[src/hw/rtl/plca_pkg.sv]
// ---------------------------------------------------------------------------
// plca_pkg
// Shared constants and types for the polyline length, centre and area block.
// ---------------------------------------------------------------------------
package plca_pkg;

   localparam int COORD_W      = 16;
   localparam int MAX_VERTICES = 4096;
   localparam int CNT_W        = $clog2(MAX_VERTICES + 1);
   localparam int LEN_W        = 30;
   localparam int MID_W        = 47;
   localparam int CROSS_W      = 45;
   localparam int AREA_W       = 43;
   localparam int SEG_RAD_W    = 34;
   localparam int RAD_W        = 92;
   localparam int ROOT_W       = 46;
   localparam int REM_W        = 48;
   localparam int ITER_W       = 6;
   localparam int SEG_ITERS    = 17;
   localparam int AREA_ITERS   = 46;
   localparam int DIST_W       = 17;
   localparam int QUO_W        = 17;
   localparam int MUL_W        = 25;
   localparam int PROD_W       = 2 * MUL_W;

   localparam logic [LEN_W-1:0]  LEN_MAX  = {LEN_W{1'b1}};
   localparam logic [AREA_W-1:0] AREA_MAX = {AREA_W{1'b1}};

   typedef struct packed {
      logic signed [COORD_W-1:0] x;
      logic signed [COORD_W-1:0] y;
      logic signed [COORD_W-1:0] z;
      logic                      last;
      logic                      first;
      logic                      keep;
      logic [CNT_W-1:0]          count;
   } vtx_entry_type;

   typedef enum logic [2:0] {
      ACC_NONE,
      ACC_SQ,
      ACC_CROSS_ADD,
      ACC_CROSS_SUB,
      ACC_MID,
      ACC_AREA
   } acc_kind_type;

   typedef enum logic [1:0] {
      PART_LOLO,
      PART_LOHI,
      PART_HIHI
   } area_part_type;

   typedef struct packed {
      acc_kind_type  kind;
      logic [1:0]    idx;
      area_part_type part;
   } acc_tag_type;

   typedef struct packed {
      logic              start;
      logic [ITER_W-1:0] iters;
   } sqrt_cmd_type;

endpackage

[src/hw/rtl/plca_isqrt.sv]
// ---------------------------------------------------------------------------
// plca_isqrt
// Digit-by-digit integer square root, one result bit per cycle.
// ---------------------------------------------------------------------------
module plca_isqrt (
   input  logic                          clock,
   input  logic                          reset,
   input  plca_pkg::sqrt_cmd_type        cmd,
   input  logic [plca_pkg::RAD_W-1:0]    radicand,
   output logic                          busy,
   output logic [plca_pkg::ROOT_W-1:0]   root
);
   import plca_pkg::*;

   logic              busy_ff, busy_in;
   logic [ITER_W-1:0] cnt_ff, cnt_in;
   logic [RAD_W-1:0]  rad_ff, rad_in;
   logic [REM_W-1:0]  rem_ff, rem_in;
   logic [ROOT_W-1:0] root_ff, root_in;
   logic [REM_W-1:0]  rem_sh, trial;

   assign busy  = busy_ff;
   assign root  = root_ff;
   // top radicand pair shifted in; trial is 4*root + 1
   assign rem_sh = {rem_ff[REM_W-3:0], rad_ff[RAD_W-1 -: 2]};
   assign trial  = {root_ff, 2'b01};

   always_comb begin
      busy_in = busy_ff;
      cnt_in  = cnt_ff;
      rad_in  = rad_ff;
      rem_in  = rem_ff;
      root_in = root_ff;
      if (cmd.start) begin
         busy_in = 1'b1;
         cnt_in  = cmd.iters;
         rad_in  = radicand;
         rem_in  = '0;
         root_in = '0;
      end else if (busy_ff) begin
         rad_in = {rad_ff[RAD_W-3:0], 2'b00};
         cnt_in = cnt_ff - 1'b1;
         if (rem_sh >= trial) begin
            rem_in  = rem_sh - trial;
            root_in = {root_ff[ROOT_W-2:0], 1'b1};
         end else begin
            rem_in  = rem_sh;
            root_in = {root_ff[ROOT_W-2:0], 1'b0};
         end
         if (cnt_ff == ITER_W'(1)) begin
            busy_in = 1'b0;
         end
      end
   end

   always_ff @(posedge clock) begin
      cnt_ff  <= cnt_in;
      rad_ff  <= rad_in;
      rem_ff  <= rem_in;
      root_ff <= root_in;
      if (reset) begin
         busy_ff <= 1'b0;
      end else begin
         busy_ff <= busy_in;
      end
   end

endmodule

[config.mk]
export PLATFORM = sky130hd
export DESIGN_NAME = plca_isqrt
export DESIGN_NICKNAME = d
export VERILOG_FILES = /design/src/hw/rtl/plca_pkg.sv /design/src/hw/rtl/plca_isqrt.sv
export SDC_FILE = /design/constraint.sdc
export NUM_CORES = 1
export LEC_CHECK = 0
export BUFFER_PORTS_ARGS = -buffer_cell sky130_fd_sc_hd__buf_2
export CORE_ASPECT_RATIO = 1.25
export CORE_MARGIN = 2
export CORE_UTILIZATION = 50
export DETAILED_ROUTE_END_ITERATION = 12
export PLACE_DENSITY = 0.81
export SLEW_MARGIN = 30
export SYNTH_ARGS = -nofsm -noshare
export SYNTH_HDL_FRONTEND = slang
export SYNTH_SLANG_ARGS = --single-unit
[constraint.sdc]
create_clock -name clock -period 4.35 [get_ports clock]
set_clock_uncertainty 0.2 [all_clocks]
set_input_delay 0.87 -clock clock [delete_from_list [all_inputs] [get_ports clock]]
set_output_delay 0.87 -clock clock [all_outputs]
set_load 0.005 [all_outputs]
# Word-level counts from Yosys, hierarchy flattened
# Cells that the tools add are included.
[word_totals] regBits=191 latchBits=0 mem_bits_rw=0 rom_bits=0 input_bits=101 output_inout_bits=47 wordCells=19 memories=0
[op_classes] addsub=2 multipliers=0 n_div=0 n_lt_le_gt_ge=1 n_eq_ne=1 n_shift=0 n_mux=9 n_bitwise=0 n_reduce_logical=1
[op_table] operator="$mux W92" count=2
[op_table] operator="$ge A48 B48 Y1" count=1
[op_table] operator="$mux W46" count=1
[op_table] operator="$sub A46 B46 Y46" count=1
[op_table] operator="$mux W6" count=2
[op_table] operator="$eq A6 B1 Y1 const B" count=1
[op_table] operator="$sub A6 B1 Y6 const B" count=1
[op_table] operator="$mux W1" count=4
[op_table] operator="$reduce_bool A2 Y1" count=1

# Logic depth before layout (Yosys ltp)
[logic_depth] word_depth=4 mapped_depth=13 mapped_depth_nobuf=11

# Worst setup path before layout
# OpenSTA, ideal clock, no wires.
[synth_path] path_type="input -> register" from="in cmd[6] (netlist bit)" to="reg cnt_ff[0] (enable)" setup_ns=0.451 t_arrival_ns=3.435 required_time_ns=3.699 setup_slack_ns=0.263 stages=4 n_path_buf=2 path_cell_list="clkbuf_1 clkbuf_1 nor2_1 inv_1"
[synth_via] elab_chain_len=1
[synth_rtl] element="start, declared" line="plca_isqrt.sv:8" text="input plca_pkg::sqrt_cmd_type cmd,"
[synth_rtl] element="$reduce_bool A2 Y1 (no line)"
[synth_rtl] element="end signal, assigned" line="plca_isqrt.sv:57" text="cnt_ff <= cnt_in;"
[synth_rtl] element="end, declared" line="plca_isqrt.sv:16" text="logic [ITER_W-1:0] cnt_ff, cnt_in;"
# Every way passes these cells.
# A chain may end at the register's enable or synchronous reset.

# Final worst setup path
[layout_path] from="reg root_ff[6] (netlist: root[6])" to="reg rem_ff[35]"
[layout_via] elab_chain_len=2 word_cells_on_any_way=3 classes_between="add/sub (1); order compare (1); mux (1)"
[layout_rtl] element="start, declared" line="plca_isqrt.sv:19" text="logic [ROOT_W-1:0] root_ff, root_in;"
[layout_rtl] element="start signal, assigned" line="plca_isqrt.sv:60" text="root_ff <= root_in;"
[layout_rtl] element="$sub A46 B46 Y46 or $ge A48 B48 Y1 (tied branches)" line="plca_isqrt.sv:44, plca_isqrt.sv:43"
[layout_rtl] element="$mux W46 (*)" line="plca_isqrt.sv:43" text="if (rem_sh >= trial) begin"
[layout_rtl] element="end signal, assigned" line="plca_isqrt.sv:59" text="rem_ff <= rem_in;"
[layout_rtl] element="end, declared" line="plca_isqrt.sv:18" text="logic [REM_W-1:0] rem_ff, rem_in;"
# Mark *: on every way between the ends. The rest lies on a longest branch, timed or not.

==> flow_metrics.py <==
metrics = {
    "floorplan": {
        "die_height_um": 168.3,
        "rows": 60,
        "die_w_um": 135.4,
        "dieArea_um2": 22790,
        "initial_core_util_pct": 50.45,
        "ios": 148,
        "coreArea_um2": 21400,
    },
    "setup_path": {
        "crit_required_ns": 4.48,
        "crit_chain": "inv_1 -> ha_1 -> a211oi_1 -> o221ai_1 -> a21oi_1 -> a2bb2oi_1 -> nand2_1 -> a41oi_1 -> xnor2_1 -> nand2_1 -> a311oi_1",
        "worstRegToRegCells": 11,
        "crit_buf_inv": 1,
        "cp_top_family": "compound AO/OA/AOI/OAI gates",
        "timing.rr.end": "rem_ff[35]",
        "critPathMaxStageDelay_ns": 0.51,
        "cp_common_cell": "nand2_1",
        "reg2reg_setup_slack_ns": 0.82,
        "cp.arrival_ns": 3.66,
        "cp-start-kind": "flip-flop",
        "crit_type": "flip-flop to flip-flop",
        "slowest_stage": "a2bb2oi_1",
        "cp_max_fo": 6,
        "endpoint_kind": "flip-flop",
        "r2r-start": "root[6]",
        "setup.worst_path.start": "root[6]",
    },
    "placement": {
        "dpl_worst_slack_ns": 0.6821,
        "place.gp.congestion": 0.9224,
        "io_buffers": 147,
        "dp_hpwl_um": 17300,
        "dp_cells": 1450,
        "dpl-instance-area_um2": 11700,
    },
    "detailed_routing": {
        "vias": 8375,
        "drt-pass1-iter-count": 5,
        "ant_nets": 0,
        "wl_per_cell_um": 16.45,
        "dr.first_iter.drc_count": 440,
        "vias_per_cell": 5.651,
        "drt-total-wl_um": 24380,
        "drc": 0,
    },
    "layout": {
        "fin_cells": 1482,
        "final_common_cell": "buf_2",
        "n_antenna_cell": 0,
        "layout_common_cells": "buf_2 (146), nor2_1 (121), nand2_1 (108), edfxtp_1 (98), dfxtp_1 (92)",
        "final_area_um2": 12270,
        "area_growth_pct": 13.69,
        "nFillCells": 1830,
        "drive_gt1_share_pct": 25.27,
        "fin_nets": 1341,
    },
    "grt": {
        "grt_max_degree": 116,
        "grt_use_total_pct": 21.65,
        "grt_pass1_vias": 8362,
        "grt_pass1_wl_um": 40180,
        "antenna_found_initial": 0,
        "grt.overflow.total": 0,
    },
    "clocking": {
        "clock-sinks": 191,
        "cts_tree": "built",
        "cts_buffers": 17,
        "post_cts_buffers": 0,
        "cts_resized": 0,
        "cts_root_buf": "clkbuf_16",
        "clk_path_buf_depth": 2,
        "ctsHoldBuffers": 0,
        "clock_latency_ns": 0.43,
        "htree_levels": 4,
        "cts.clk_slew.worst_paths_ns": 0.08,
    },
    "synthesis": {
        "synth_mux_area_share_pct": 13.86,
        "syn_inst": 1077,
        "synth_nets": 1228,
        "synth_top_family_by_area": "compound AO/OA/AOI/OAI gates",
        "post_synth.cell_area_avg_um2": 10.02,
        "synth-xor-area-share_pct": 3.327,
        "ys_seq_area_share_pct": 44.51,
        "synth.distinct_cells": 73,
        "ys_seq_elements": 191,
        "yosys.area_share.simple_pct": 12.47,
        "yosys_warnings": 0,
        "ys.flop_type": "edfxtp_1",
        "synthAdderAreaFrac_pct": 5.796,
        "synthArstFlopShare_pct": 0,
        "synth-edff-count": 98,
        "synthesis.area_um2": 10790,
        "synth_compound_area_share_pct": 15.44,
    },
    "sta": {
        "maxSlewHeadroom_pct": 43.85,
        "finalMaxSlewViolations": 0,
        "hold_viol": 0,
        "fin_tns_setup_ns": 0,
        "worst_pin_slew_ns": 0.8422,
        "fin_crit_sh_pct": 81.17,
        "max_freq_mhz": 283.2,
        "fin_crit_ns": 3.531,
        "setup_ws_ns": 0.8192,
        "rsz0062_at_grt": "no",
        "report.final.setup_viol": 0,
    },
    "power": {
        "power.density_nw_per_um2": 626.2,
        "total_power_mw": 7.684,
        "vdd_drop_max_uv": 614.7,
        "leakage_nw": 5.094,
    },
    "min_path": {
        "hold_depth": 2,
        "whs_endpoint": "rem_ff[27]",
        "min_path_type": "flip-flop to flip-flop",
        "hold_start": "rem_ff[25]",
    },
    "job": {
        "maxCapViolCount": 0,
    },
    "status": {
        "status": "completed",
    },
}
==> state kept, by name (all words and copies together) (netlist names) <==
register	cells
root	46
rem_ff	46
busy	1
rad_ff	92
cnt_ff	6
==> worst max path at each step <==
| stage | end | cells after the start |
|---|---|---|
| floorplan | cnt_ff[0] | 4 |
| global placement | rem_ff[0] | 11 |
| detailed placement | rem_ff[30] | 11 |
| CTS | rem_ff[0] | 11 |
| global route | rem_ff[15] | 11 |
| finish | rem_ff[35] | 11 |
==> kinds of logic after synthesis <==
group           Yosys count
flops                   191
compound gates          227
simple gates            309
xor+xnor                 41
mux                     138
fa+ha+maj                50
buf+inv                 121
==> worst register-to-register path, cell delays in order (launching register included) <==
cell and delay (ns):
dfxtp_1 0.38, inv_1 0.06, ha_1 0.38, a211oi_1 0.28
o221ai_1 0.20, a21oi_1 0.33, a2bb2oi_1 0.51, nand2_1 0.18
a41oi_1 0.39, xnor2_1 0.17, nand2_1 0.07, a311oi_1 0.27
==> synthesized netlist by cell type, drive strengths merged, types with 3 or more instances <==
master | instances | share of area, %
a211oi | 11 | 0.81
a21o | 33 | 2.3
a21oi | 55 | 2.6
a221oi | 4 | 0.50
a22oi | 3 | 0.21
a311oi | 30 | 2.9
a31o | 3 | 0.24
and2 | 6 | 0.36
and3 | 10 | 0.58
and4 | 3 | 0.24
buf | 20 | 1.1
clkbuf | 39 | 1.4
dfxtp | 93 | 17
edfxtp | 98 | 27
ha | 50 | 5.8
inv | 61 | 2.1
mux2 | 92 | 9.6
mux2i | 46 | 4.3
nand2 | 110 | 3.9
nand2b | 6 | 0.35
nand3 | 12 | 0.56
nand4 | 14 | 0.81
nor2 | 121 | 4.2
nor2b | 4 | 0.23
nor3 | 15 | 0.74
nor4 | 3 | 0.17
o211ai | 4 | 0.28
o21a | 5 | 0.35
o21ai | 41 | 2.0
o21bai | 6 | 0.42
o31a | 3 | 0.26
o31ai | 3 | 0.46
xnor2 | 25 | 2.0
xor2 | 16 | 1.3
==> where the power goes <==
part	switching (mW)	total, mW	internal [mW]
registers	0.150	2.30	2.15
clock network	0.757	1.52	0.766
logic	2.37	3.87	1.50
total	3.27	7.68	4.41
==> area by class of cell <==
class                           instances  area (um^2)  area share (%)
Clock inverter                         14        142.6           1.162
Multi-Input combinational cell        765         5495           44.78
Inverter                               62        235.2           1.917
Sequential cell                       191         4808           39.18
Tap cell                              279        349.1           2.845
Timing Repair Buffer                  153        812.0           6.617
Clock buffer                           18        429.2           3.497
==> layer usage <==
metal	share of wire [%]	up-vias	track usage, %
li1	-	4123	-
met1	43	3958	26.12
met2	48	249	36.70
met3	6.8	45	6.655
met4	2.4	0	7.201
met5	0	-	0
==> metrics by stage <==
| stage | util [%] | hold WS, ns |
|---|---|---|
| floorplan | - | 0.2542 |
| global placement | 54.68 | 0.2827 |
| detailed placement | 54.68 | 0.2932 |
| CTS | 57.35 | 0.3014 |
| global route | 57.36 | 0.3175 |
| finish | 57.36 | 0.2946 |
No activity file was read; power rests on OpenSTA's default activity.
