[src/hw/rtl/plca_pkg.sv]
// ---------------------------------------------------------------------------
// plca_pkg
// Shared constants and types for the polyline length, centre and area block.
// ---------------------------------------------------------------------------
package plca_pkg;

   localparam int COORD_W      = 16;
   localparam int MAX_VERTICES = 4096;
   localparam int CNT_W        = $clog2(MAX_VERTICES + 1);
   localparam int LEN_W        = 30;
   localparam int MID_W        = 47;
   localparam int CROSS_W      = 45;
   localparam int AREA_W       = 43;
   localparam int SEG_RAD_W    = 34;
   localparam int RAD_W        = 92;
   localparam int ROOT_W       = 46;
   localparam int REM_W        = 48;
   localparam int ITER_W       = 6;
   localparam int SEG_ITERS    = 17;
   localparam int AREA_ITERS   = 46;
   localparam int DIST_W       = 17;
   localparam int QUO_W        = 17;
   localparam int MUL_W        = 25;
   localparam int PROD_W       = 2 * MUL_W;

   localparam logic [LEN_W-1:0]  LEN_MAX  = {LEN_W{1'b1}};
   localparam logic [AREA_W-1:0] AREA_MAX = {AREA_W{1'b1}};

   typedef struct packed {
      logic signed [COORD_W-1:0] x;
      logic signed [COORD_W-1:0] y;
      logic signed [COORD_W-1:0] z;
      logic                      last;
      logic                      first;
      logic                      keep;
      logic [CNT_W-1:0]          count;
   } vtx_entry_type;

   typedef enum logic [2:0] {
      ACC_NONE,
      ACC_SQ,
      ACC_CROSS_ADD,
      ACC_CROSS_SUB,
      ACC_MID,
      ACC_AREA
   } acc_kind_type;

   typedef enum logic [1:0] {
      PART_LOLO,
      PART_LOHI,
      PART_HIHI
   } area_part_type;

   typedef struct packed {
      acc_kind_type  kind;
      logic [1:0]    idx;
      area_part_type part;
   } acc_tag_type;

   typedef struct packed {
      logic              start;
      logic [ITER_W-1:0] iters;
   } sqrt_cmd_type;

endpackage

[src/hw/rtl/plca_req_if.sv]
// ---------------------------------------------------------------------------
// plca_req_if
// Vertex channel: valid/ready with one vertex per beat.
// ---------------------------------------------------------------------------
interface plca_req_if;
   logic                               valid;
   logic                               ready;
   logic signed [plca_pkg::COORD_W-1:0] vertex_x;
   logic signed [plca_pkg::COORD_W-1:0] vertex_y;
   logic signed [plca_pkg::COORD_W-1:0] vertex_z;
   logic                               last_vertex;

   modport source (output valid, vertex_x, vertex_y, vertex_z, last_vertex, input ready);
   modport sink   (input valid, vertex_x, vertex_y, vertex_z, last_vertex, output ready);
endinterface

[src/hw/rtl/plca_front.sv]
// ---------------------------------------------------------------------------
// plca_front
// Accepts vertex beats, tracks the vertex count and tags each entry.
// ---------------------------------------------------------------------------
module plca_front (
   input  logic                    clock,
   input  logic                    reset,
   plca_req_if.sink                req,
   output plca_pkg::vtx_entry_type push_entry,
   output logic                    push_valid,
   input  logic                    push_ready
);
   import plca_pkg::*;

   logic [CNT_W-1:0] cnt_ff, cnt_in;
   logic             keep;
   logic             fire;

   assign req.ready  = push_ready;
   assign push_valid = req.valid;
   assign fire       = req.valid & push_ready;
   assign keep       = cnt_ff < CNT_W'(MAX_VERTICES);

   always_comb begin
      push_entry.x     = req.vertex_x;
      push_entry.y     = req.vertex_y;
      push_entry.z     = req.vertex_z;
      push_entry.last  = req.last_vertex;
      push_entry.first = (cnt_ff == '0);
      push_entry.keep  = keep;
      push_entry.count = keep ? cnt_ff + 1'b1 : cnt_ff;
   end

   always_comb begin
      cnt_in = cnt_ff;
      if (fire) begin
         if (req.last_vertex) begin
            cnt_in = '0;
         end else if (keep) begin
            cnt_in = cnt_ff + 1'b1;
         end
      end
   end

   always_ff @(posedge clock) begin
      if (reset) begin
         cnt_ff <= '0;
      end else begin
         cnt_ff <= cnt_in;
      end
   end

endmodule

[src/flat_wrapper.sv]
// flat-port wrapper written by rule: the top's interface ports become plain ports
module plca_front_flat import plca_pkg::*;
  (clock, reset, push_entry, push_valid, push_ready, req_valid, req_vertex_x, req_vertex_y, req_vertex_z, req_last_vertex, req_ready);
  plca_req_if req_i ();
  input  logic clock;
  input  logic reset;
  output plca_pkg::vtx_entry_type push_entry;
  output logic push_valid;
  input  logic push_ready;
  input wire logic [$bits(req_i.valid)-1:0] req_valid;
  input wire logic [$bits(req_i.vertex_x)-1:0] req_vertex_x;
  input wire logic [$bits(req_i.vertex_y)-1:0] req_vertex_y;
  input wire logic [$bits(req_i.vertex_z)-1:0] req_vertex_z;
  input wire logic [$bits(req_i.last_vertex)-1:0] req_last_vertex;
  output wire logic [$bits(req_i.ready)-1:0] req_ready;
  assign req_i.valid = req_valid;
  assign req_i.vertex_x = req_vertex_x;
  assign req_i.vertex_y = req_vertex_y;
  assign req_i.vertex_z = req_vertex_z;
  assign req_i.last_vertex = req_last_vertex;
  assign req_ready = req_i.ready;
  plca_front u_core (.clock(clock), .reset(reset), .req(req_i), .push_entry(push_entry), .push_valid(push_valid), .push_ready(push_ready));
endmodule
[config.mk]
export PLATFORM = sky130hd
export DESIGN_NAME = plca_front_flat
export DESIGN_NICKNAME = d
export VERILOG_FILES = /design/src/hw/rtl/plca_pkg.sv /design/src/hw/rtl/plca_req_if.sv /design/src/hw/rtl/plca_front.sv /design/src/flat_wrapper.sv
export SDC_FILE = /design/constraint.sdc
export NUM_CORES = 1
export LEC_CHECK = 0
export BUFFER_PORTS_ARGS = -buffer_cell sky130_fd_sc_hd__buf_2
export CORE_UTILIZATION = 30
export DETAILED_ROUTE_END_ITERATION = 8
export GPL_TIMING_DRIVEN = 0
export PLACE_DENSITY = 0.67
export RECOVER_POWER = 100
export SETUP_SLACK_MARGIN = 0.15
export SYNTH_ARGS = -nofsm -noshare
export SYNTH_HDL_FRONTEND = slang
export SYNTH_SLANG_ARGS = --single-unit
[constraint.sdc]
create_clock -name clock -period 3.3 [get_ports clock]
set_input_delay 0.495 -clock clock [delete_from_list [all_inputs] [get_ports clock]]
set_output_delay 0.495 -clock clock [all_outputs]
set_load 0.02 [all_outputs]
# Word level (Yosys, flattened, before mapping)
# Cells that the tools add are included.
dict set report word_totals {
  register_bits 13
  in_bits 53
  elab_cells 7
}
dict set report classes {
  addsub 1
  magnitude_cmp 1
  muxes 2
  n_bitwise 1
  n_reduce_logical 1
}
# op n
set op_table {}
lappend op_table {{2-to-1 mux 13 bit} 2}
lappend op_table {{adder 13 x 1 -> 13 bit (second input constant)} 1}
lappend op_table {{zero test 13 bit} 1}
lappend op_table {{less-than comparator 13 bit (second input constant)} 1}
lappend op_table {{bitwise AND 1 bit} 1}

# Depth between registers and ports, before layout
# Gate-level depths: netlist (run 1).
dict set report depth {
  depth_word 3
  mapped_depth 6
}

# Least setup slack after synthesis (run 1)
# OpenSTA, ideal clock, no wires.
dict set report synth_path {
  kind {register to output}
  startpoint {register u_core.cnt_ff[12]}
  endpoint {output push_entry[11] in the netlist's numbering}
  t_arrival_ps 1384
  slack_ps 1421
  path_stages_with_launch 6
  cell_sequence {dfxtp_1 buf_6 and4b_1 buf_2 nand3_1 xnor2_1}
}
# element line_no
set synth_rtl {}
lappend synth_rtl {{start: declaration} plca_front.sv:15} ;# logic [CNT_W-1:0] cnt_ff, cnt_in;
lappend synth_rtl {{start signal: assignment} plca_front.sv:49} ;# cnt_ff <= cnt_in;
lappend synth_rtl {{end: declaration} flat_wrapper.sv:7} ;# output plca_pkg::vtx_entry_type push_entry;

==> metrics.md, run 1 <==
| Metric | Value |
|---|---|
| Post-CTS resize count | `0` |
| Final slew viol count | `0` |
| Final WL | `around 2900 µm` |
| Hold_sp | `reset` |
| Die X | `67.8 µm` |
| Crit-path slowest cell | `clkbuf_1` |
| Die area | `approximately 4600 µm²` |
| Mapped Nets | `~220` |
| Core area | `~4100 µm²` |
| Final hold violation count | `0` |
| Setup TNS | `0 ns` |
| CTS tree | `yes` |
| Hold crit path type | `primary input to register` |
| Vias | `1306` |
| Worst-path cell chain | `clkbuf_1, and4b_1, clkbuf_1, nand3_1, xnor2_1, clkbuf_1` |
| Family with the most delay on the worst path | `buffers and inverters` |
| Mapped Cells | `166` |
| Max reg flops | `13` |
| Initial antenna violation count | `0` |
| CP Buf/Inv Count | `3` |
| Top cell by count, worst path | `clkbuf_1` |
| Avg WL per Cell | `~10 µm` |
| #FFs+latches synth | `13` |
| Max Fclk | `0.396 GHz` |
| H-tree depth | `1` |
| Post-synth EDFFs | `0` |
| Cell area after synthesis | `1300 µm²` |
| Clock root cell | `clkbuf_8` |
| Gr usage total | `0.120` |
| Layout Nets | `between 200 and 300` |
| Ys flop type | `dfxtp_1` |
| Io pins | `119` |
| Outcome | `completed` |
| Antenna fix cells | `0` |
| Storage element area | `260 µm²` |
| FFs w/ async S/R, synth | `0` |
| Pwr/cell area | `around 260 nW/µm²` |
| Final Total Pwr | `435 µW` |
| Global-route wire length before repair | `4200 µm` |
| Tcrit/Tclk final | `0.765` |
| Final instance area | `1650 µm²` |
| WHS | `roughly 0.45 ns` |
| Slowest cell delay on critical path | `0.38 ns` |
| Post-CTS Setup Bufs | `0` |
| Ys Warns | `0` |
| Worst setup startpoint | `u_core.cnt_ff[12]` |
| Congestion Overflow GR | `0` |
| Buffers on Ports | `70` |
| Headroom to the max-slew limit | `0.679` |
| Post-layout min period | `2.53 ns` |
| Initial Utilization | `0.318` |
| RSZ-0062 raised after global routing | `false` |
| CTS Buf Count | `3` |
| Crit start category | `register` |
| Skew-Pair Late Insertion Delay | `roughly 0.25 ns` |
| Core Rows | `23` |
| 1st-iter DRT viols | `29` |
| Top reg by flops | `u_core.cnt_ff` |
| Clk buf depth | `2` |
| Final Setup Violations | `0` |
| Die height | `67.8 µm` |
| RR Startpoint | `u_core.cnt_ff[0]` |
| Layout cell share with drive strength beyond 1 | `0.267` |
| Total of max-cap violations | `0` |
| Vias in the first global route | `952` |
| CP max FO | `10` |
| Drt pass-1 iters | `4` |
| Fillers | `470` |
| VDD IR max | `0.157 mV` |
| Largest net degree at the start of global routing | `11` |
| Sequential share of the synthesized area | `0.200` |
| Number of library cell types mapped by synthesis | `34` |
| Final ANT Viol Nets | `0` |
| Top flop regs | `u_core.cnt_ff x13` |
| Clock sink total | `13` |
| Syn Area/Cell | `between 7 and 8 µm²` |
| Fin Clk Skew | `0.00627 ns` |
| Placer Congestion | `about 0.85` |
| Placed cell areas | `1710 µm²` |
| CTS clk-pin slew, worst paths | `roughly 0.060 ns` |
| Final core utilization | `0.404` |
| Worst-Margin Slew | `0.481 ns` |
| Crit Path Class | `register to output port` |
| Post-DR vias/cell | `4.50` |
| Crit. End Element | `output port` |
| Residual DRC | `0` |
| Leakage Power | `0.000692 µW` |
| Multi-input gate area | `558 µm²` |
| Critical path data arrival time | `2.03 ns` |
| Final HPWL DP | `2280 µm` |
| Post-CTS Hold Buffers | `0` |
| Layout Area Growth over Synthesis | `26.9%` |
| CP Data Required Time | `2.80 ns` |
## per-layer routing
layer | wire length (µm) | global-route usage | vias to the layer above | part of all wire
met5 | 0 | 0 | - | 0
met4 | 24 | 0.0391 | 0 | 0.0083
met3 | 279 | 0.0400 | 2 | 0.097
met2 | 1400 | 0.204 | 73 | 0.48
met1 | 1180 | 0.141 | 571 | 0.41
li1 | - | - | 660 | -
## path summary, 6_finish.rpt
kind	endpoint	slack [ns]	cells after the start
setup / recovery	push_entry[9]	0.77	6
hold reg to reg	u_core.cnt_ff[7]	0.55	2
setup reg to reg	u_core.cnt_ff[6]	1.53	6
hold / removal	u_core.cnt_ff[10]	0.45	2
## Yosys cell counts, drive strengths merged, types with 2 or more instances
cell type   n  share of area
and4b       2          0.015
nor4        2         0.0096
nor2       11          0.032
dfxtp      13           0.20
xor2        3          0.020
a21oi       6          0.023
a31oi       5          0.024
buf        58           0.34
nand2       6          0.019
nand4       4          0.024
and2        2         0.0096
inv         4          0.012
ha          2          0.019
o21ai       7          0.027
nand3       5          0.019
nand3b      2          0.012
a22oi       5          0.029
clkbuf      4          0.012
and3        5          0.028
or3         4          0.019
xnor2       8          0.054
## area by class of cell
class,instances,share of cell area
Inverter,4,0.00910
Clock buffer,4,0.0273
Tap cell,50,0.0379
Sequential cell,13,0.158
Timing Repair Buffer,70,0.163
Multi-Input combinational cell,87,0.338
Buffer,62,0.266
## stage by stage
stage	setup WS, ns	cells
6_report	0.774	290
5_1_grt	0.604	290
4_1_cts	1.09	290
3_5_place_dp	1.36	286
3_3_place_gp	1.39	286
2_1_floorplan	1.42	166
## kinds of logic after synthesis
kind of cell,count (synthesis),share of synthesized area
adders and majority gates,2,0.0192
buffers and inverters,66,0.362
xor gates and xnor gates,11,0.0741
muxes,1,0.00866
DFF,13,0.200
AOI/OAI and AO/OA,26,0.124
and+or+nand+nor,47,0.212
## report_power, final
| part | switching, µW | internal [µW] | leakage, µW |
|---|---|---|---|
| Sequential | 0.846 | 158 | 0.000105 |
| Clock | 57.8 | 85.3 | 0.0000228 |
| Combinational | 75.3 | 58.0 | 0.000564 |
## layout by cell type (no fill, tap or decap), drive strengths merged
cell type and instances:
inv 4, or4 1, a311o 1, nand3b 2, and3 5, clkbuf 77, nor4b 1, nand2 6
or3 4, a221oi 1, nand3 5, ha 2, a31oi 5, and3b 1, a22oi 5, nor4 2
a21oi 6, and2 2, dfxtp 13, o21ai 7, a41oi 1, nand4 4, buf 59, xor2 3
nor2 11, xnor2 8, nand2b 1, and4b 2, mux2 1
No activity file was read; power rests on OpenSTA's default activity.
==> inputs of run 2 (changes only) <==
--- a/config.mk
+++ b/config.mk
@@ -9,7 +9,7 @@
 export CORE_UTILIZATION = 30
 export DETAILED_ROUTE_END_ITERATION = 8
 export GPL_TIMING_DRIVEN = 0
-export PLACE_DENSITY = 0.67
+export PLACE_DENSITY = 0.7
 export RECOVER_POWER = 100
 export SETUP_SLACK_MARGIN = 0.15
 export SYNTH_ARGS = -nofsm -noshare
==> constraint.sdc (replaced) <==
create_clock -name clock -period 2.3 [get_ports clock]
set_input_delay 0.345 -clock clock [delete_from_list [all_inputs] [get_ports clock]]
set_output_delay 0.345 -clock clock [all_outputs]
set_load 0.02 [all_outputs]
==> metrics.md, run 2 (synthesis results as in run 1) <==
| Metric | Value |
|---|---|
| Outcome | `completed` |
| Largest net degree at the start of global routing | `11 (unchanged)` |
| Pwr/cell area | `376 nW/µm² (+43%)` |
| Critical path data arrival time | `1.75 ns (-0.28 ns)` |
| Final hold violation count | `0 (unchanged)` |
| Routing usage on met1 | `0.137 (-0.00427)` |
| VDD IR max | `0.199 mV (+27%)` |
| H-tree depth | `1 (unchanged)` |
| Worst-Margin Slew | `0.530 ns (+0.0495 ns)` |
| Core Rows | `23 (unchanged)` |
| Fin Clk Skew | `0.00384 ns (-0.00243 ns)` |
| RSZ-0062 raised after global routing | `false` |
| Crit start category | `register` |
| Max reg flops | `13 (unchanged)` |
| Top flop regs | `u_core.cnt_ff x13` |
| Placer Congestion | `0.837 (-1.8%)` |
| Tcrit/Tclk final | `0.913` |
| Initial Utilization | `0.318 (unchanged)` |
| Non-Filler Instances | `290 (unchanged)` |
| Layout Area Growth over Synthesis | `28.1%` |
| Buffers on Ports | `70 (unchanged)` |
| CP max FO | `7 (-3)` |
| Skew-Pair Late Insertion Delay | `0.24 ns (about the same)` |
| Final WL | `2970 µm (+2.9%)` |
| FF-to-FF setup slack | `0.68 ns (-0.85 ns)` |
| Final Setup Violations | `0 (unchanged)` |
| Antenna fix cells | `0 (unchanged)` |
| Final Total Pwr | `626 µW (+44%)` |
| Vias | `1325 (+1.5%)` |
| CTS Buf Count | `3 (unchanged)` |
| Final HPWL DP | `2380 µm (+4.6%)` |
| Most frequent cells in the layout | `clkbuf_1, buf_4, dfxtp_1, nor2_1, xnor2_1` |
| CTS clk-pin slew, worst paths | `0.06 ns (about the same)` |
| Die X | `67.8 µm (unchanged)` |
| Initial antenna violation count | `0 (unchanged)` |
| Layout cell share with drive strength beyond 1 | `0.279 (+0.0125)` |
| Clock sink total | `13 (unchanged)` |
| Worst setup startpoint | `u_core.cnt_ff[6]` |
| Die area | `4600 µm² (unchanged)` |
| Crit Path Class | `register to output port` |
| Hold crit path type | `primary input to register` |
| Congestion Overflow GR | `0 (unchanged)` |
| Setup TNS | `0 ns (unchanged)` |
| Commonest non-fill, non-tap cell in the layout | `clkbuf_1` |
| Vias in the first global route | `1046 (+9.9%)` |
| Final slew viol count | `0 (unchanged)` |
| Drt pass-1 iters | `4 (unchanged)` |
| Met3 usage | `0.0350 (-0.00500)` |
| Busiest layer in global routing | `met2` |
| Leakage Power | `0.000708 µW (+2.3%)` |
| Core area | `4090 µm² (unchanged)` |
| Post-DR vias/cell | `4.57 (+1.5%)` |
| CP Data Required Time | `1.96 ns (-0.84 ns)` |
| CTS tree | `yes` |
| Total of max-cap violations | `0 (unchanged)` |
| Io pins | `119 (unchanged)` |
| Clock root cell | `clkbuf_8` |
| Post-CTS Setup Bufs | `0 (unchanged)` |
| 1st-iter DRT viols | `47 (+62%)` |
| Gr usage total | `0.123 (+0.00270)` |
| Setup crit end | `push_entry[11]` |
| Die height | `67.8 µm (unchanged)` |
| Global-route wire length before repair | `4380 µm (+4.3%)` |
| R2R Path End | `u_core.cnt_ff[8]` |
| Max Fclk | `0.476 GHz` |
| Residual DRC | `0 (unchanged)` |
| Final ANT Viol Nets | `0 (unchanged)` |
| DP Cell Count | `286 (unchanged)` |
| Clk buf depth | `2 (unchanged)` |
| Met2 usage | `0.231 (+0.0272)` |
| Top reg by flops | `u_core.cnt_ff` |
| RR Startpoint | `u_core.cnt_ff[0]` |
| Layout Nets | `296 (unchanged)` |
| Reg2reg path depth | `6 (unchanged)` |
| Post-CTS Hold Buffers | `0 (unchanged)` |
| Crit. End Element | `output port` |
| Post-layout min period | `2.10 ns` |
| Avg WL per Cell | `10.2 µm (+2.9%)` |
| Headroom to the max-slew limit | `0.646 (-0.0330)` |
[run 2: cell count changes in the layout (fill, tap and decap cells not counted)]
cell / previous run / this run
clkbuf_4: 0 / 1
nand2_2: 1 / 0
nand2_1: 5 / 6
clkbuf_1: 74 / 70
buf_4: 53 / 55
buf_6: 1 / 2
[run 2: timing repair]
| action | CTS | global route |
|---|---|---|
| endpoints found under the hold margin | 0 | 0 |
| endpoints found under the setup margin | 0 | 1 |
| resized for setup | 0 | 1 |
[run 2: worst max-delay path, stage by stage (launching register included)]
cell and delay [ns]:
dfxtp_1 0.43, and3_1 0.20, buf_4 0.14, and3_1 0.26
nand3_1 0.12, xnor2_1 0.17, buf_2 0.19
[run 2: worst min path at each step]
stage | start | endpoint | depth (start not counted)
3_5_place_dp | u_core.cnt_ff[7] | u_core.cnt_ff[7] | 2
2_1_floorplan | reset | u_core.cnt_ff[10] | 1
4_1_cts | reset | u_core.cnt_ff[11] | 2
3_3_place_gp | u_core.cnt_ff[7] | u_core.cnt_ff[7] | 2
6_report | reset | u_core.cnt_ff[11] | 2
5_1_grt | reset | u_core.cnt_ff[11] | 2
[run 2: area by class of cell]
type	instances	area, µm²
sequential	13	260
inverter	4	15.0
timing repair buffer	70	269
clock buffer	4	45.0
fill	472	2420
buffer	62	458
tap	50	62.6
multi-input combinational	87	556
[run 2: per-layer routing]
layer  vias up  routed length [µm]
met4         0                   0
met2        80                1500
met1       577                1170
met3         0                 296
met5         -                   0
li1        668                   -
[run 2: through the flow]
step | instance area (µm²) | setup WS (ns) | util | hold WS, ns
4_1_cts | 1760 | 0.246 | 0.430 | 0.297
3_5_place_dp | 1710 | 0.525 | 0.419 | 0.533
2_1_floorplan | 1300 | 0.571 | - | 0.414
3_3_place_gp | 1710 | 0.486 | 0.419 | 0.520
5_1_grt | 1670 | 0.107 | 0.408 | 0.306
6_report | 1670 | 0.201 | 0.408 | 0.297
[run 2: power by group]
part / internal [µW] / switching [µW]
sequential: 226 / 1.17
combinational: 83.2 / 108
clock: 122 / 84.6
