File: src/hw/rtl/plca_pkg.sv
// ---------------------------------------------------------------------------
// plca_pkg
// Shared constants and types for the polyline length, centre and area block.
// ---------------------------------------------------------------------------
package plca_pkg;

   localparam int COORD_W      = 16;
   localparam int MAX_VERTICES = 4096;
   localparam int CNT_W        = $clog2(MAX_VERTICES + 1);
   localparam int LEN_W        = 30;
   localparam int MID_W        = 47;
   localparam int CROSS_W      = 45;
   localparam int AREA_W       = 43;
   localparam int SEG_RAD_W    = 34;
   localparam int RAD_W        = 92;
   localparam int ROOT_W       = 46;
   localparam int REM_W        = 48;
   localparam int ITER_W       = 6;
   localparam int SEG_ITERS    = 17;
   localparam int AREA_ITERS   = 46;
   localparam int DIST_W       = 17;
   localparam int QUO_W        = 17;
   localparam int MUL_W        = 25;
   localparam int PROD_W       = 2 * MUL_W;

   localparam logic [LEN_W-1:0]  LEN_MAX  = {LEN_W{1'b1}};
   localparam logic [AREA_W-1:0] AREA_MAX = {AREA_W{1'b1}};

   typedef struct packed {
      logic signed [COORD_W-1:0] x;
      logic signed [COORD_W-1:0] y;
      logic signed [COORD_W-1:0] z;
      logic                      last;
      logic                      first;
      logic                      keep;
      logic [CNT_W-1:0]          count;
   } vtx_entry_type;

   typedef enum logic [2:0] {
      ACC_NONE,
      ACC_SQ,
      ACC_CROSS_ADD,
      ACC_CROSS_SUB,
      ACC_MID,
      ACC_AREA
   } acc_kind_type;

   typedef enum logic [1:0] {
      PART_LOLO,
      PART_LOHI,
      PART_HIHI
   } area_part_type;

   typedef struct packed {
      acc_kind_type  kind;
      logic [1:0]    idx;
      area_part_type part;
   } acc_tag_type;

   typedef struct packed {
      logic              start;
      logic [ITER_W-1:0] iters;
   } sqrt_cmd_type;

endpackage

File: src/hw/rtl/plca_queue.sv
// ---------------------------------------------------------------------------
// plca_queue
// Two-entry queue between the front and back halves.
// ---------------------------------------------------------------------------
module plca_queue (
   input  logic                    clock,
   input  logic                    reset,
   input  plca_pkg::vtx_entry_type push_entry,
   input  logic                    push_valid,
   output logic                    push_ready,
   output plca_pkg::vtx_entry_type pop_entry,
   output logic                    pop_valid,
   input  logic                    pop
);
   import plca_pkg::*;

   vtx_entry_type mem_ff [2];
   logic          wr_ptr_ff, rd_ptr_ff;
   logic [1:0]    fill_ff;
   logic          do_push, do_pop;

   assign push_ready = (fill_ff != 2'd2);
   assign pop_valid  = (fill_ff != 2'd0);
   assign pop_entry  = mem_ff[rd_ptr_ff];
   assign do_push    = push_valid & push_ready;
   assign do_pop     = pop & pop_valid;

   always_ff @(posedge clock) begin
      if (do_push) begin
         mem_ff[wr_ptr_ff] <= push_entry;
      end
      if (reset) begin
         wr_ptr_ff <= 1'b0;
         rd_ptr_ff <= 1'b0;
         fill_ff   <= 2'd0;
      end else begin
         if (do_push) begin
            wr_ptr_ff <= ~wr_ptr_ff;
         end
         if (do_pop) begin
            rd_ptr_ff <= ~rd_ptr_ff;
         end
         fill_ff <= fill_ff + {1'b0, do_push} - {1'b0, do_pop};
      end
   end

endmodule

File: config.mk
export PLATFORM = sky130hd
export DESIGN_NAME = plca_queue
export DESIGN_NICKNAME = d
export VERILOG_FILES = /design/src/hw/rtl/plca_pkg.sv /design/src/hw/rtl/plca_queue.sv
export SDC_FILE = /design/constraint.sdc
export NUM_CORES = 1
export LEC_CHECK = 0
export BUFFER_PORTS_ARGS = -buffer_cell sky130_fd_sc_hd__buf_4
export CAP_MARGIN = 5
export CORE_UTILIZATION = 50
export CTS_CLUSTER_DIAMETER = 40
export DETAILED_ROUTE_END_ITERATION = 8
export PLACE_DENSITY = 0.76
export SETUP_SLACK_MARGIN = 0.02
export SLEW_MARGIN = 20
export SYNTH_ARGS = -nofsm -noshare
export SYNTH_HDL_FRONTEND = slang
export SYNTH_SLANG_ARGS = --single-unit
File: constraint.sdc
create_clock -name clock -period 5 [get_ports clock]
set_input_delay 1 -clock clock [delete_from_list [all_inputs] [get_ports clock]]
set_output_delay 1 -clock clock [all_outputs]
set_load 0.01 [all_outputs]
After elaboration in Yosys (flattened, before gate mapping)
Memories as Yosys holds them, arrays and structs flattened. A register that Yosys moved wholly into a read port is not among the register bits.
Cells that the tools add are included.
{"block": "totals", "regBits": 4, "ramBits": 128, "input_bits": 68, "output_inout_bits": 66, "memories": 1}
{"name": "mem_ff", "depth": 2, "width": 64, "rd": 1, "rd_clocked_by_memory_dff": 1, "wr": 1, "line_no": "plca_queue.sv:17", "text": "vtx_entry_type mem_ff [2];"}
{"block": "classes", "add_sub_neg": 2, "eq_ne": 1, "n_mux": 4, "bitwise_logic": 4, "n_reduce_logical": 1}
{"op": "$mux W1", "count": 4}
{"op": "$add A2 B1 Y2", "count": 1}
{"op": "$and A1 B1 Y1", "count": 2}
{"op": "$ne A2 B2 Y1 const B", "count": 1}
{"op": "$not A1 Y1", "count": 2}
{"op": "$reduce_bool A2 Y1", "count": 1}
{"op": "$sub A2 B1 Y2", "count": 1}

Longest topological paths before layout
Gate-level depths: netlist of the first run.
{"block": "depth", "ltp_word": 4, "mapped_depth": 8, "depth_no_buf": 8}

Least setup slack after synthesis of the first run
OpenSTA, ideal clock, no wires.
{"block": "synth_path", "path_kind": "in2reg", "start": "input push_valid", "end": "memory mem_ff[0][0] in the netlist's numbering (enable)", "setup_time_ns": 0.486, "t_arrival_ns": 3.740, "required_ns": 4.514, "setup_slack_ns": 0.774, "path_stages": 2, "n_path_buf": 0, "cell_sequence": "nand2_2 > nor2_1"}
{"block": "synth_between", "elab_chain_cells": 3}
{"item": "start: declaration", "line_no": "plca_queue.sv:9", "text": "input logic push_valid,"}
{"item": "$and A1 B1 Y1", "line_no": "plca_queue.sv:25", "text": "assign do_push = push_valid & push_ready;"}
{"item": "$mux W1", "line_no": "plca_queue.sv:29", "text": "if (do_push) begin"}
{"item": "$mux W1 (not written as such)", "line_no": "plca_queue.sv:30", "text": "mem_ff[wr_ptr_ff] <= push_entry;"}
{"item": "end: declaration", "line_no": "plca_queue.sv:17"}
Every way passes these cells.

==> results of run 1 <==
[final cells by class]
| cell class | instances | area [µm²] | share of cell area, % |
|---|---|---|---|
| sequential | 133 | 3950 | 57.9 |
| multi-input combinational | 82 | 1080 | 15.9 |
| timing repair buffer | 136 | 1040 | 15.3 |
| clock buffer | 19 | 422 | 6.18 |
| tap | 133 | 166 | 2.44 |
| clock inverter | 13 | 158 | 2.31 |
| inverter | 1 | 3.75 | 0.0550 |
[metal layers]
layer  track usage [%]  vias up  part of all wire [%]
met5                 0        -                     0
met4              7.25        0                   1.8
met3              5.92       14                   6.4
met2              28.2       92                    52
met1              19.1     1174                    40
li1                  -     1177                     -
[per-stage QoR]
| stage | hold WS, ns | setup WS [ns] |
|---|---|---|
| 3_3_place_gp | 0.500 | 2.27 |
| 6_report | 0.528 | 1.91 |
| 5_1_grt | 0.559 | 1.82 |
| 4_1_cts | 0.535 | 1.86 |
| 3_5_place_dp | 0.520 | 2.26 |
| 2_1_floorplan | 0.481 | 0.774 |
[report_power, final]
| group | switching, µW | leakage [µW] | internal, µW |
|---|---|---|---|
| combinational | 360 | 0.00117 | 521 |
| clock | 438 | 0.000277 | 757 |
| sequential | 86.9 | 0.00124 | 1400 |
[placed cells by master (no fill, tap or decap)]
master      instances
or2_2               1
mux2_2              5
nand2b_2            1
nand2_2             1
mux2_4             60
o21a_1              1
clkinv_1            2
xor2_1              1
ha_1                2
nor2_1              4
inv_1               1
clkinv_4            3
buf_4             135
nor2_4              1
and3_2              1
clkbuf_1            2
xnor2_1             2
dfxtp_1             4
buf_16              1
edfxtp_1          128
clkinvlp_4          2
inv_6               1
clkbuf_16          16
nor2b_1             2
dfxtp_4             1
clkinv_2            2
clkbuf_8            1
bufinv_16           3
[logic make-up (layout without fill, tap and decap cells)]
group / count (synthesis) / in the layout / share of synthesized area, %
xor gates and xnor gates: 3 / 3 / 0.510
buffers and inverters: 8 / 169 / 2.62
muxes: 65 / 65 / 18.6
adders and majority gates: 2 / 2 / 0.485
and+or+nand+nor: 11 / 11 / 1.14
AOI/OAI and AO/OA: 1 / 1 / 0.146
DFF: 133 / 133 / 76.5
[worst max path at each step]
stage                     to  depth (start not counted)  startpoint
3_5_place_dp   mem_ff[1][46]                          3  push_valid
4_1_cts         pop_entry[1]                          3    register
6_report        pop_entry[1]                          3    register
3_3_place_gp   mem_ff[1][32]                          3  push_valid
5_1_grt        pop_entry[63]                          3    register
2_1_floorplan   mem_ff[0][0]                          2  push_valid
[registers in the layout, indices dropped and copies added, names as in the netlist, named ones only]
register   cells
mem_ff       128
fill_ff        2
rd_ptr_ff      1
wr_ptr_ff      1
[worst max-delay path: cells and delay by family (launching register included)]
family	cells	cell delay [ns]
buffers and inverters	2	0.46
DFF	1	0.74
muxes	1	0.37
==> summary.txt, run 1 <==
Yosys
  • Synth unique cells: 17
  • Ranking of synthesized cells by area: edfxtp_1 75%, mux2_4 17%, buf_12 2.3%
  • Synth top cells by count: 128 x edfxtp_1, 60 x mux2_4, 6 x buf_12
  • Share of the synthesized area in the top cell type: 74.6%
  • Post-synth ARST share: 0%
  • Syn_nets: 293
  • Largest area contributor in the netlist: edfxtp_1
  • Register area share after synthesis: about three quarters
  • Synth Instances: between 200 and 250
  • Number of flops mapped to enable cells by yosys: between 100 and 150
  • Yosys warns: 0
  • Synthesized area: 5150 µm²
  • Yosys reg bits: 133
  • Most frequent cell after synthesis: edfxtp_1
  • Ys flop type: edfxtp_1
  • Synthesized area per cell: 23.1 µm²

Layout
  • Fillers: ~660
  • Layout cell share with drive strength beyond 1: 61.2%
  • Non-Filler Instances: just over 500
  • Fin util: 69.2%
  • Fin area: 6820 µm²
  • NumNets Final: about 440
  • Diode count: 0
  • Layout area overhead: 32.4%

Drt
  • Via Count: 2457
  • Routed len/inst: 16.3 µm
  • Drt pass-1 iters: 5
  • DRT iter0 DRCs: 82
  • Final WL: approximately 8400 µm
  • Post-route ant nets: 0
  • Routed vias/inst: roughly 4.8
  • # DRC: 0

Critical path
  • Type of origin of the critical path: register
  • Critical path class: register to output pin
  • Worst R2R Start: fill_ff[0]
  • Crit path DAT: roughly 2.1 ns
  • R2R Path End: mem_ff[1][9]
  • CP peak stage delay: around 0.74 ns
  • Slowest CP cell: dfxtp_4
  • CP Cell Sequence: buf_16 -> mux2_2 -> buf_4
  • Crit path required time: approximately 4.0 ns
  • Setup crit end kind: output pin
  • Reg2reg setup slack: 2.86 ns
  • Worst-path fanout max: 33
  • Reg2reg path depth: 3

Timing
  • Period utilisation layout: between 60% and 70%
  • Worst-Margin Slew: between 0.8 and 0.9 ns
  • Slew margin rel.: 43.3%
  • Hold Vio Cnt, Final: 0
  • Peak Freq: between 0.3 and 0.4 GHz
  • RSZ-0062 raised after global routing: false
  • Final setup fails: 0
  • Total Neg Setup Slack: 0 ns
  • Worst Clk Skew: about 0.0045 ns
  • Fin crit period: 3.09 ns
  • Max-slew violations: 0

Clock tree
  • Deepest clock path buffer count: 2
  • CTS tree: built
  • Setup Fix Bufs, Post-CTS: 0
  • Hold_buf cts: 0
  • CTS Buf Count: 17
  • Clock H-tree levels: 4
  • Clk Tree Root Cell: clkbuf_8
  • CTS clk-pin slew, worst paths: around 0.06 ns
  • Post-cts resize count: 0
  • Sinks on Clock Net: 133
  • Clock Latency Late Sink: about 0.5 ns

Status
  • Status: finished clean

Power
  • Pleak: roughly 0.0027 µW
  • Power per cell area: between 500 and 600 nW/µm²
  • Power, Total: ~3600 µW
  • Max VDD drop: 0.339 mV

Floorplan
  • Die W: a little over 100 µm
  • Initial core utilization: 52.2%
  • Die height: 104 µm
  • Die Area: about 11000 µm²
  • Placeable Area: 9860 µm²
  • # rows: 36
  • Boundary Pins: around 130

Place
  • GP Congestion: 0.698
  • Port Buffer Count: 133
  • Inst Count DP: about 490
  • DP HPWL: around 5400 µm
  • DP Area: 6240 µm²

Worst hold path
  • Hold-critical path endpoint: rd_ptr_ff
  • Hold WC Path Type: register to register
  • Hold_sp: rd_ptr_ff
  • Worst Hold Depth: 2

Global routing
  • First-pass GRT wire length: about 13000 µm
  • All-Layer GR Usage: 16.7%
  • GRT overflow: 0
  • Vias in the first global route: ~2600
  • Largest net degree at the start of global routing: 44
  • Antenna violations before repair: 0

Flow run
  • Max Cap Viol: 0
Note: power is estimated with default switching activity, not from simulation.
==> run 2, diff against run 1 <==
--- a/config.mk
+++ b/config.mk
@@ -5,6 +5,7 @@
 export SDC_FILE = /design/constraint.sdc
 export NUM_CORES = 1
 export LEC_CHECK = 0
+export ABC_AREA = 1
 export BUFFER_PORTS_ARGS = -buffer_cell sky130_fd_sc_hd__buf_4
 export CAP_MARGIN = 5
 export CORE_UTILIZATION = 50
==> constraint.sdc (replaced) <==
create_clock -name clock -period 3.1 [get_ports clock]
set_input_delay 0.62 -clock clock [delete_from_list [all_inputs] [get_ports clock]]
set_output_delay 0.62 -clock clock [all_outputs]
set_load 0.01 [all_outputs]
==> run 2 against run 1 <==
Clock skew is 0.0037 ns higher. Highest routed layer unchanged. Largest cell class unchanged. Worst hold slack got worse by 0.27 ns. Final cell count grew 3.1%. Non-clock buffer count increased by 3. Area after synthesis increased by 0.22%. Sequential share of layout area down 0.80 points. Largest power group unchanged.
==> summary.txt, run 2 <==
Status
  • Status: finished clean

Yosys
  • Most frequent cell after synthesis: edfxtp_1
  • Synthesized area per cell: around 22 µm²
  • Syn_nets: between 300 and 400
  • Post-synth ARST share: 0%
  • Yosys warns: 0
  • Ranking of synthesized cells by area: edfxtp_1 74%, mux2_4 17%, buf_12 2.3%
  • Synth unique cells: 12
  • Register area share after synthesis: 76.4%
  • Synthesized area: a little over 5000 µm²
  • Number of flops mapped to enable cells by yosys: roughly 130
  • Ys flop type: edfxtp_1
  • Yosys reg bits: between 100 and 150
  • Synth Instances: 236
  • Share of the synthesized area in the top cell type: around three quarters
  • Largest area contributor in the netlist: edfxtp_1
  • Synth top cells by count: 128 x edfxtp_1, 60 x mux2_4, 9 x nor2_1

Clock tree
  • Setup Fix Bufs, Post-CTS: 0
  • CTS tree: built
  • Clk Tree Root Cell: clkbuf_8
  • CTS clk-pin slew, worst paths: 0.06 ns
  • Clock Latency Late Sink: around 0.52 ns
  • Clock H-tree levels: 4
  • Hold_buf cts: 0
  • CTS Buf Count: 17
  • Deepest clock path buffer count: 2
  • Post-cts resize count: 0
  • Sinks on Clock Net: between 100 and 150

Timing
  • RSZ-0062 raised after global routing: false
  • Final setup fails: 0
  • Worst-Margin Slew: just over 0.6 ns
  • Max-slew violations: 0
  • Worst Clk Skew: between 0.008 and 0.009 ns
  • Period utilisation layout: roughly 85%
  • Total Neg Setup Slack: 0 ns
  • Hold slack: 0.261 ns
  • Hold Vio Cnt, Final: 0
  • Fin crit period: 2.63 ns
  • Slew margin rel.: 58.6%
  • Peak Freq: 0.381 GHz

Layout
  • Non-Filler Instances: 533
  • Layout area overhead: 33.9%
  • Max reg flops: around 130
  • Largest registers in the final layout: mem_ff (128), fill_ff (2)
  • Diode count: 0
  • Fillers: approximately 660
  • Most frequent cells in the layout: 136 x buf_4, 128 x edfxtp_1, 60 x mux2_4
  • Reg with most FFs: mem_ff
  • NumNets Final: ~460
  • Layout cell share with drive strength beyond 1: slightly below 60%
  • Commonest non-fill, non-tap cell in the layout: buf_4

Place
  • DP HPWL: approximately 5500 µm
  • GP Congestion: between 0.7 and 0.8
  • Port Buffer Count: ~130
  • Inst Count DP: 501

Drt
  • Via Count: between 2000 and 3000
  • Routed len/inst: between 15 and 20 µm
  • Post-route ant nets: 0
  • # DRC: 0
  • Final WL: 8570 µm
  • DRT iter0 DRCs: 97
  • Routed vias/inst: around 4.8
  • Drt pass-1 iters: 4

Worst hold path
  • Worst Hold Depth: 2
  • Hold_sp: reset
  • Hold WC Path Type: input pin to register

Floorplan
  • Boundary Pins: 134
  • Die Area: around 11000 µm²
  • Placeable Area: between 9000 and 10000 µm²
  • # rows: 36
  • Initial core utilization: a little over half
  • Die W: 104 µm
  • Die height: between 100 and 150 µm

Critical path
  • Crit path required time: between 2 and 2.5 ns
  • Setup crit end kind: output pin
  • Crit path DAT: 2.01 ns
  • Critical path class: register to output pin
  • Worst-path fanout max: 25
  • R2R Path End: mem_ff[1][13]
  • Reg2reg path depth: 5
  • Worst R2R Start: fill_ff[0]
  • Type of origin of the critical path: register
  • Critical path destination: pop_entry[1]
  • Reg2reg setup slack: approximately 1.3 ns

Global routing
  • GRT overflow: 0
  • All-Layer GR Usage: around 17%
  • Vias in the first global route: 2657
  • Largest net degree at the start of global routing: 65
  • First-pass GRT wire length: ~13000 µm
  • Antenna violations before repair: 0

Power
  • Power per cell area: between 800 and 900 nW/µm²
  • Pleak: roughly 0.0028 µW
  • Max VDD drop: around 0.64 mV

Flow run
  • Max Cap Viol: 0
==> run 2: worst max-delay path: stages (launching register included) <==
cell and delay, ns:
dfxtp_4 0.67, buf_12 0.30, mux2_2 0.37, buf_4 0.14
==> run 2: cell families after synthesis <==
logic type	after synthesis	synth area share [%]
adders and majority gates	2	0.484
AOI/OAI and AO/OA	2	0.194
and+or+nand+nor	20	1.53
muxes	64	18.3
buffers and inverters	15	3.13
DFF	133	76.4
==> run 2: where the power goes <==
group,internal [µW],switching [µW]
Combinational,826,625
Clock,1380,698
Sequential,2280,122
==> run 2: worst min-delay path by stage <==
stage                      end
finish              fill_ff[0]
global route        fill_ff[0]
CTS                 fill_ff[0]
detailed placement    register
global placement     rd_ptr_ff
floorplan             register
==> run 2: area by class of cell <==
class                      instances  area [µm²]  share of cell area, %
clock buffer                      17         414                   5.99
multi-input combinational         88        1070                   15.4
clock inverter                    15         210                   3.04
tap                              133         166                   2.41
timing repair buffer             139        1080                   15.6
inverter                           8        30.0                  0.434
sequential                       133        3950                   57.1
==> run 2: metrics by stage <==
stage               utilization, %  setup WS (ns)  power (µW)  area [µm²]
floorplan                        -          0.317        3350        5170
global placement              63.5           1.03        3860        6290
detailed placement            63.5           1.01        3900        6290
CTS                           69.8          0.444        5990        6920
global route                  69.8          0.396        6160        6920
finish                        69.8          0.475        5920        6920
==> run 2: metal layers <==
metal / track usage [%] / part of all wire, %
met5: 0 / 0
met4: 8.07 / 1.6
met3: 7.93 / 7.4
met2: 28.0 / 50
met1: 17.8 / 41
==> run 3, diff against run 2 <==
==> constraint.sdc (replaced) <==
create_clock -name clock -period 2.7 [get_ports clock]
set_input_delay 0.54 -clock clock [delete_from_list [all_inputs] [get_ports clock]]
set_output_delay 0.54 -clock clock [all_outputs]
set_load 0.01 [all_outputs]
==> run 3 against run 2 <==
Non-clock buffer count up 1. Count of clock-buffer cells in the layout up 4. Critical path depth unchanged. Sequential cell count unchanged. Combinational power up 17%. Sequential power up 14%. Clock power about the same. Global-route usage about the same. Largest power group unchanged.
==> summary.txt, run 3 (synthesized netlist as in run 2, its figures left out) <==
Global routing
  • Vias in the first global route: 2658
  • All-Layer GR Usage: between 10% and 20%
  • Met3 usage: around 5.7%
  • GRT overflow: 0
  • Met2 Usage GRT: 27.6%
  • Antenna violations before repair: 0
  • First-pass GRT wire length: approximately 13000 µm
  • Global Route met1 Usage: 19.3%
  • Largest net degree at the start of global routing: 36
  • GRT busiest layer: met2

Place
  • GP Congestion: around 0.66
  • DP HPWL: 5650 µm
  • Port Buffer Count: roughly 130
  • DP Area: 6310 µm²

Layout
  • Layout cell share with drive strength beyond 1: between 50% and 60%
  • Diode count: 0
  • Reg with most FFs: mem_ff
  • Commonest non-fill, non-tap cell in the layout: buf_4
  • Max reg flops: approximately 130
  • Layout area overhead: 32.6%
  • Most frequent cells in the layout: 136 x buf_4, 128 x edfxtp_1, 60 x mux2_4
  • Fin area: 6850 µm²
  • NumNets Final: 458
  • Largest registers in the final layout: mem_ff (128), fill_ff (2)

Critical path
  • Crit path required time: ~2.2 ns
  • Type of origin of the critical path: register
  • Worst-path fanout max: 35
  • Setup crit end kind: output pin
  • Critical path class: register to output pin
  • Worst R2R Start: fill_ff[0]
  • Reg2reg setup slack: just over 0.9 ns
  • Reg2reg path depth: 5
  • Crit path DAT: 1.93 ns
  • R2R Path End: mem_ff[1][7]

Timing
  • Period utilisation layout: 91.3%
  • Worst Clk Skew: between 0.009 and 0.01 ns
  • Fin crit period: ~2.5 ns
  • Hold slack: 0.187 ns
  • RSZ-0062 raised after global routing: false
  • Worst-Margin Slew: roughly 0.62 ns
  • Total Neg Setup Slack: 0 ns
  • Max-slew violations: 0
  • Peak Freq: 0.406 GHz
  • Slew margin rel.: 58.4%
  • Hold Vio Cnt, Final: 0
  • Final setup fails: 0

Power
  • Power per cell area: about 950 nW/µm²
  • Max VDD drop: around 0.61 mV
  • Power, Total: 6510 µW
  • Pleak: between 0.002 and 0.003 µW

Flow run
  • Max Cap Viol: 0

Drt
  • # DRC: 0
  • Routed len/inst: 16.0 µm
  • Post-route ant nets: 0
  • Final WL: roughly 8500 µm
  • Via Count: 2555
  • Routed vias/inst: ~4.8
  • Drt pass-1 iters: 6
  • DRT iter0 DRCs: 100

Worst hold path
  • Hold WC Path Type: input pin to register
  • Hold-critical path endpoint: fill_ff[0]
  • Worst Hold Depth: 2
  • Hold_sp: reset

Clock tree
  • Clock Latency Late Sink: between 0.5 and 0.6 ns
  • Clk Tree Root Cell: clkbuf_8
  • Post-cts resize count: 0
  • CTS clk-pin slew, worst paths: 0.06 ns
  • Hold_buf cts: 0
  • Sinks on Clock Net: approximately 130
  • Deepest clock path buffer count: 2
  • CTS Buf Count: 17
  • Clock H-tree levels: 4
  • CTS tree: built
  • Setup Fix Bufs, Post-CTS: 0

Status
  • Status: finished clean

Floorplan
  • Die height: roughly 100 µm
  • Placeable Area: ~10000 µm²
  • Die W: ~100 µm
  • Boundary Pins: about 130
  • Die Area: 10700 µm²
  • Initial core utilization: 52.1%
  • # rows: 36
-- run 3: critical path, cell delays in order, from the launching register on --
cell     delay (ns)
dfxtp_4        0.58
buf_12         0.31
mux2_4         0.33
buf_4          0.15
-- run 3: worst max-delay path by stage --
stage                               end        from  slack, ns
final                     pop_entry[28]    register       0.23
after global routing      pop_entry[28]    register       0.15
after CTS                  pop_entry[3]    register       0.21
after detailed placement   pop_entry[3]    register       0.75
after global placement    pop_entry[45]    register       0.77
after floorplan            mem_ff[1][0]  fill_ff[0]       0.39
-- run 3: final cells by class --
cell class	instances	area (µm²)
clock inverter	10	109
timing repair buffer	140	1100
inverter	8	30.0
sequential	133	3950
clock buffer	21	429
multi-input combinational	88	1070
tap	133	166
fill	680	3060
-- run 3: power by group --
part           switching, µW  internal [µW]
Clock                    773           1300
Sequential               127           2620
Combinational            728            963
Total                   1630           4880
-- run 3: layer usage --
metal | share of wire (%) | vias to the layer above
met5 | 0 | -
met4 | 1.3 | 0
met3 | 6.7 | 8
met2 | 50 | 101
met1 | 42 | 1234
li1 | - | 1212
-- run 3: metrics by stage --
step	setup WS, ns	std cells	util [%]
after detailed placement	0.755	502	63.7
final	0.234	533	69.1
after global routing	0.148	533	69.1
after CTS	0.211	533	69.1
after floorplan	0.386	236	-
after global placement	0.768	502	63.7
